[config.mk]
export PLATFORM = sky130hd
export DESIGN_NAME = ccl_ctrl
export DESIGN_NICKNAME = d
export VERILOG_FILES = /design/src/sv/ccl_pkg.sv /design/src/sv/ccl_ctrl.sv
export SDC_FILE = /design/constraint.sdc
export NUM_CORES = 1
export LEC_CHECK = 0
export BUFFER_PORTS_ARGS = -buffer_cell sky130_fd_sc_hd__buf_4
export CAP_MARGIN = 0
export CORE_AREA = 3 3 40 42
export DETAILED_ROUTE_END_ITERATION = 8
export DIE_AREA = 0 0 43 45
export GPL_ROUTABILITY_DRIVEN = 0
export PLACE_DENSITY = 0.71
export SYNTH_ARGS = -nofsm -noshare
export SYNTH_HDL_FRONTEND = slang
export SYNTH_SLANG_ARGS = --single-unit
[constraint.sdc]
create_clock -name clk -period 2 [get_ports clk]
set_clock_uncertainty 0.1 [all_clocks]
set_input_delay 0.2 -clock clk [delete_from_list [all_inputs] [get_ports clk]]
set_output_delay 0.2 -clock clk [all_outputs]
set_load 0.02 [all_outputs]
[src/sv/ccl_pkg.sv]
// Shared types and constants for the clean component leakage model.
`timescale 1ns / 1ps
package ccl_pkg;

  // Operation codes carried by in_op
  localparam logic [1:0] OP_LOAD_COMP = 2'd0;
  localparam logic [1:0] OP_LOAD_BEAM = 2'd1;
  localparam logic [1:0] OP_SAMPLE    = 2'd2;

  // Configuration register indexes
  localparam logic [2:0] CFG_RADIUS      = 3'd0;
  localparam logic [2:0] CFG_PEAK_COL    = 3'd1;
  localparam logic [2:0] CFG_PEAK_ROW    = 3'd2;
  localparam logic [2:0] CFG_COL_SCALE   = 3'd3;
  localparam logic [2:0] CFG_ROW_SCALE   = 3'd4;
  localparam logic [2:0] CFG_BEAM_COLS   = 3'd5;
  localparam logic [2:0] CFG_GAUSS_SCALE = 3'd6;

  // Field widths
  localparam int SUM_W   = 40;
  localparam int CNT_W   = 11;
  localparam int WORD_W  = 18;
  localparam int FLUX_W  = 24;
  localparam int PROD_W  = 42;
  localparam int QUO_W   = 33;

  // Divide-by-1000 unit: four 11-bit digits per division
  localparam int DIV_STEPS = 4;
  localparam int DIV_DIG   = 11;

  typedef enum logic [3:0] {
    ST_BUILD,
    ST_IDLE,
    ST_RDC,
    ST_MATCH,
    ST_MUL,
    ST_PIX,
    ST_ADDR,
    ST_BRD,
    ST_ERD,
    ST_PROD,
    ST_DIVS,
    ST_DIVW,
    ST_ACCB,
    ST_ACCG,
    ST_DONE
  } state_t;

  typedef struct packed {
    logic accept;
    logic start_sample;
    logic build_step;
    logic rd_comp;
    logic lat_match;
    logic lat_mul;
    logic lat_pix;
    logic lat_addr;
    logic lat_brd;
    logic lat_erd;
    logic lat_prod;
    logic div_start;
    logic acc_beam;
    logic acc_gauss;
    logic next_comp;
    logic out_load;
  } cmd_t;

  typedef struct packed {
    logic build_last;
    logic match;
    logic last_comp;
    logic count_zero;
    logic div_done;
  } sts_t;

endpackage

[src/sv/ccl_ctrl.sv]
// Sequencer for table build, loads and the per-component sample walk.
`timescale 1ns / 1ps
module ccl_ctrl (
  input  logic           clk,
  input  logic           rst_n,
  input  logic           in_valid,
  input  logic [1:0]     in_op,
  output logic           in_stall,
  output logic           out_valid,
  input  logic           out_stall,
  input  ccl_pkg::sts_t  sts,
  output ccl_pkg::cmd_t  cmd
);
  import ccl_pkg::*;

  state_t state_r, state_nxt;
  logic   out_valid_r, out_valid_nxt;
  logic   out_load;

  assign out_load = (state_r == ST_DONE) && (!out_valid_r || !out_stall);

  // Next state
  always_comb begin
    state_nxt = state_r;
    unique case (state_r)
      ST_BUILD: if (sts.build_last) state_nxt = ST_IDLE;
      ST_IDLE: begin
        if (in_valid && in_op == OP_SAMPLE) begin
          state_nxt = sts.count_zero ? ST_DONE : ST_RDC;
        end
      end
      ST_RDC:   state_nxt = ST_MATCH;
      ST_MATCH: begin
        if (sts.match) begin
          state_nxt = ST_MUL;
        end else begin
          state_nxt = sts.last_comp ? ST_DONE : ST_RDC;
        end
      end
      ST_MUL:   state_nxt = ST_PIX;
      ST_PIX:   state_nxt = ST_ADDR;
      ST_ADDR:  state_nxt = ST_BRD;
      ST_BRD:   state_nxt = ST_ERD;
      ST_ERD:   state_nxt = ST_PROD;
      ST_PROD:  state_nxt = ST_DIVS;
      ST_DIVS:  state_nxt = ST_DIVW;
      ST_DIVW:  if (sts.div_done) state_nxt = ST_ACCB;
      ST_ACCB:  state_nxt = ST_ACCG;
      ST_ACCG:  state_nxt = sts.last_comp ? ST_DONE : ST_RDC;
      ST_DONE:  if (out_load) state_nxt = ST_IDLE;
      default:  state_nxt = ST_IDLE;
    endcase
  end

  // Commands to the datapath
  always_comb begin
    cmd          = '0;
    cmd.out_load = out_load;
    unique case (state_r)
      ST_BUILD: cmd.build_step = 1'b1;
      ST_IDLE: begin
        cmd.accept       = in_valid;
        cmd.start_sample = in_valid && in_op == OP_SAMPLE;
      end
      ST_RDC:   cmd.rd_comp = 1'b1;
      ST_MATCH: begin
        cmd.lat_match = 1'b1;
        cmd.next_comp = !sts.match;
      end
      ST_MUL:   cmd.lat_mul = 1'b1;
      ST_PIX:   cmd.lat_pix = 1'b1;
      ST_ADDR:  cmd.lat_addr = 1'b1;
      ST_BRD:   cmd.lat_brd = 1'b1;
      ST_ERD:   cmd.lat_erd = 1'b1;
      ST_PROD:  cmd.lat_prod = 1'b1;
      ST_DIVS:  cmd.div_start = 1'b1;
      ST_ACCB:  cmd.acc_beam = 1'b1;
      ST_ACCG: begin
        cmd.acc_gauss = 1'b1;
        cmd.next_comp = 1'b1;
      end
      default: cmd = cmd;
    endcase
  end

  // Hold the result until taken
  always_comb begin
    out_valid_nxt = out_valid_r;
    if (out_valid_r && !out_stall) out_valid_nxt = 1'b0;
    if (out_load) out_valid_nxt = 1'b1;
  end

  always_ff @(posedge clk) begin
    if (!rst_n) begin
      state_r     <= ST_BUILD;
      out_valid_r <= 1'b0;
    end else begin
      state_r     <= state_nxt;
      out_valid_r <= out_valid_nxt;
    end
  end

  assign in_stall  = (state_r != ST_IDLE);
  assign out_valid = out_valid_r;

endmodule

Word level (Yosys, flattened, before mapping)
Cells that the tools add are included.
{"block": "op_classes", "muxes": 24, "reduce_logical": 10, "eq_ne": 20}
{"op": "4-bit case mux with 15 select lines", "count": 1}
{"op": "4-bit == test, second input constant", "count": 7}
{"op": "4-bit 2-to-1 mux", "count": 7}
{"op": "4-bit by 3-bit == test with 1-bit output, second input constant", "count": 4}
{"op": "1-bit 2-to-1 mux", "count": 14}
{"op": "4-bit by 2-bit == test with 1-bit output, second input constant", "count": 2}
{"op": "2-bit != test, second input constant", "count": 4}
{"op": "4-bit by 1-bit == test with 1-bit output, second input constant", "count": 1}
{"op": "4-bit logical NOT", "count": 1}
{"op": "4-bit by 1-bit != test with 1-bit output, second input constant", "count": 1}
{"op": "4-bit AND reduction", "count": 1}
{"op": "1-bit logical AND", "count": 3}
{"op": "1-bit logical NOT", "count": 3}
{"op": "2-bit == test, second input constant", "count": 1}
{"op": "2-bit 2-to-1 mux", "count": 1}
{"op": "1-bit case mux with 2 select lines", "count": 1}
{"op": "2-bit nonzero test", "count": 1}
{"op": "1-bit logical OR", "count": 1}
{"block": "word_totals", "regBits": 5}

Longest topological paths before layout
{"block": "depth", "word_depth": 5, "mapped_depth": 7, "depth_no_buf": 5}

Worst setup path after synthesis
No wires, ideal clock.
{"block": "synth_timing", "path_kind": "reg-to-reg", "start": "reg state_r[3]", "end": "reg state_r[2]", "t_arrival_ns": 1.586, "setup_ns": 0.119, "period_less_slack_ns": 1.805, "path_buffers": 1, "slack_ns": 0.195, "path_stages_with_launch": 6, "path_cell_list": "dfxtp_1 > buf_2 > nor4_1 > a31oi_1 > a21oi_1 > nor2_1"}
{"block": "synth_between", "elab_chain_len": 4, "word_cells_on_any_way": 22}
{"element": "start, declared", "line_no": "ccl_ctrl.sv:16", "source": "state_t state_r, state_nxt;"}
{"element": "start signal, assigned", "line_no": "ccl_ctrl.sv:98", "source": "state_r <= state_nxt;"}
{"element": "4-bit == test", "line_no": "ccl_ctrl.sv:20, ccl_ctrl.sv:25"}
{"element": "1-bit logical AND", "line_no": "ccl_ctrl.sv:20", "source": "assign out_load = (state_r == ST_DONE) && (!out_valid_r || !out_stall);"}
{"element": "2-bit != test (no source line)"}
{"element": "4-bit AND reduction (no source line)"}
Parallel ways exist; a longest one is shown, timed or not.
A chain may end at the register's enable or synchronous reset.

==> impl_metrics.ini <==
[final_layout]
mostFrequentLayoutCells = buf_4 (31), nand2_1 (11), nor2_1 (8), nor3_1 (6)
final_cells = 122
drive_above_1_share_pct = 39.25
multiInputGateArea_um2 = 385.4
layout_commonest_cell = buf_4
fillCellCount = 123
nets = 119
area_growth_pct = 45.94
antenna_cells = 0
regArea_um2 = 101.3

[worst_setup_path]
critPathMaxFanout = 18
worstPathRequired_ps = 1700
cp-start-kind = register
reg2regPathDepth = 5
ff2ff_setup_slack_ps = 310
worstSetupEndpoint = cmd[14]
timing.rr.end = state_r[0]
critPathKind = register to primary output
timing.rr.start = state_r[3]
end_kind = primary output
startpoint = state_r[0]
arrival_ps = 1610

[clock_tree]
cts-root-buf = clkbuf_4
cts.clk_slew.worst_paths_ps = 40
cts_sinks = 5
clk_latency_ps = 240
cts_tree = built
cts_buffer_depth = 2
ctsHoldBuffers = 0
cts_htree_levels = 1
numCtsBuffers = 3

[logic_synthesis]
syn_area_um2 = 539.3
yosysUniqueCellTypes = 34
synth_top_area_cell = dfxtp_1
synth.avg_cell_area_um2 = 6.741
synth_edf_count = 0
synthTopCellsByArea = dfxtp_1 (19%), nand2_1 (7.7%), nand2b_1 (5.8%)
ys_ff_latch = 5
synth_ff_type = dfxtp_1
yosysTopAreaCellShare_pct = 18.56
synth-async-reset-ratio_pct = 0
synth_cells = 80
syn-num-nets = 91
synth_warnings = 0
ys_seq_area_share_pct = 18.56

[pwr]
peakVddDrop_mv = 0.3061
power_per_cell_area_mw_per_mm2 = 752.1
switching_share_pct = 42.90
p_seq_share_pct = 22.1
finalPower_w = 0.0005919
pwr-share-comb_pct = 58.2
clockPowerShare_pct = 19.7
p_sw_w = 0.0002539
leakagePower_nw = 0.3518
p_int_w = 0.0003380

[job]
maxCapViolCount = 0

[detailed_routing]
vias_per_cell = 5.262
dr.pass1.iters = 4
drtAntennaViolNets = 0
vias = 642
wirelength_um = 1502
drcViolationCount = 0
wl_per_cell_um = 12.31
drt_iter0_markers = 15

[sta]
fin_ws_ps = 90.95
hold_viol_final = 0
rsz0062_at_grt = yes
setup_viol = 0
slew_headroom_pct = 71.43
fin_crit_ps = 1909
slew_violations = 0
fin_crit_sh_pct = 95.45
fmax_mhz = 523.8
tightest_slew_ps = 427.8

[floorplanning]
pin_count = 29
die_area_mm2 = 0.001935
fp.dieH_um = 45
start_util_pct = 41.97
fp.dieW_um = 43
row_count = 13
coreArea_mm2 = 0.001285

[place]
pre_cts_slack_ps = 271.2
numPortBuffers = 28
place_inst = 118
place_hpwl_um = 1142

[grt]
grt_pass1_wl_um = 2304
grt-ovfl-total = 0
antenna_found_initial = 0
grt_max_degree = 19
grt_pass1_vias = 539
track_usage_pct = 15.89

[run_status]
status = finished clean

[worst_hold_path]
hp-class = input port to register
[metrics by stage]
step                      setup TNS (ps)  hold slack, ps  cell area [µm²]  util, %
after floorplan                        0           221.7            539.3        -
after global placement                 0           356.5            749.5    58.33
after detailed placement               0           357.2            749.5    58.33
after CTS                              0           111.3            775.7    60.37
after global routing              -13.25           109.8            787.0    61.25
final                                  0           113.3            787.0    61.25
[cells in the mapped netlist (2+ instances only)]
cell type   n
nor2_1      8
nor3_1      6
nand2_1    11
o31ai_1     3
a21oi_1     5
inv_1       3
nor3b_1     2
and2_1      2
nand2b_1    5
buf_2       3
nand3b_1    2
o21ai_0     2
clkbuf_1    2
buf_1       2
dfxtp_1     5
[layout make-up]
type	instances	share of cell area, %
Inverter	3	1.431
Sequential cell	5	12.88
Clock buffer	4	3.339
Multi-Input combinational cell	63	48.97
Tap cell	15	2.385
Timing Repair Buffer	32	31.00
[repair_timing]
| item | CTS | global route |
|---|---|---|
| buffers inserted | 0 | 0 |
| resized for setup | 0 | 3 |
| hold endpoints to repair | 0 | 0 |
| endpoints found under the setup margin | 0 | 1 |
[critical path: stages (launching register included)]
cell and delay, ps:
dfxtp_1 360, buf_6 190, nand2b_1 160, nor3_4 200, and2_1 160, and3b_1 160
buf_4 140
[worst min-delay path by stage]
stage	start	to	slack (ps)	cells past startpoint
final	rst_n	out_valid	110	2
after global routing	rst_n	out_valid	110	2
after CTS	rst_n	out_valid	110	2
after detailed placement	rst_n	out_valid	360	2
after global placement	rst_n	out_valid	360	2
after floorplan	rst_n	out_valid	220	1
[per-layer routing]
layer  part of all wire (%)  vias up  track usage (%)
met4                    2.4        0            10.84
met5                      0        -                0
met3                    4.9        5            3.187
met1                     45      285            19.23
li1                       -      336                -
met2                     48       16            25.45
[state kept, by name, indices dropped and copies added, names as in the netlist]
register   flops
out_valid      1
state_r        4
[power groups by stage]
| stage | Sequential (W) | Clock [W] | Combinational (W) |
|---|---|---|---|
| final | 0.000131 | 0.000117 | 0.000345 |
| after global routing | 0.000133 | 0.000130 | 0.000373 |
| after detailed placement | 0.000130 | 0 | 0.000333 |
| after floorplan | 0.000117 | 0 | 0.000252 |
| after CTS | 0.000128 | 0.000119 | 0.000334 |
| after global placement | 0.000129 | 0 | 0.000329 |
[cell families (layout without fill, tap and decap cells)]
kind of cell	Yosys count	in the layout	share of synthesized area [%]
buffers and inverters	12	39	11.14
and+or+nand+nor	44	44	46.17
DFF	5	5	18.56
AOI/OAI and AO/OA	19	19	24.13
(Power assumes the default switching activity.)
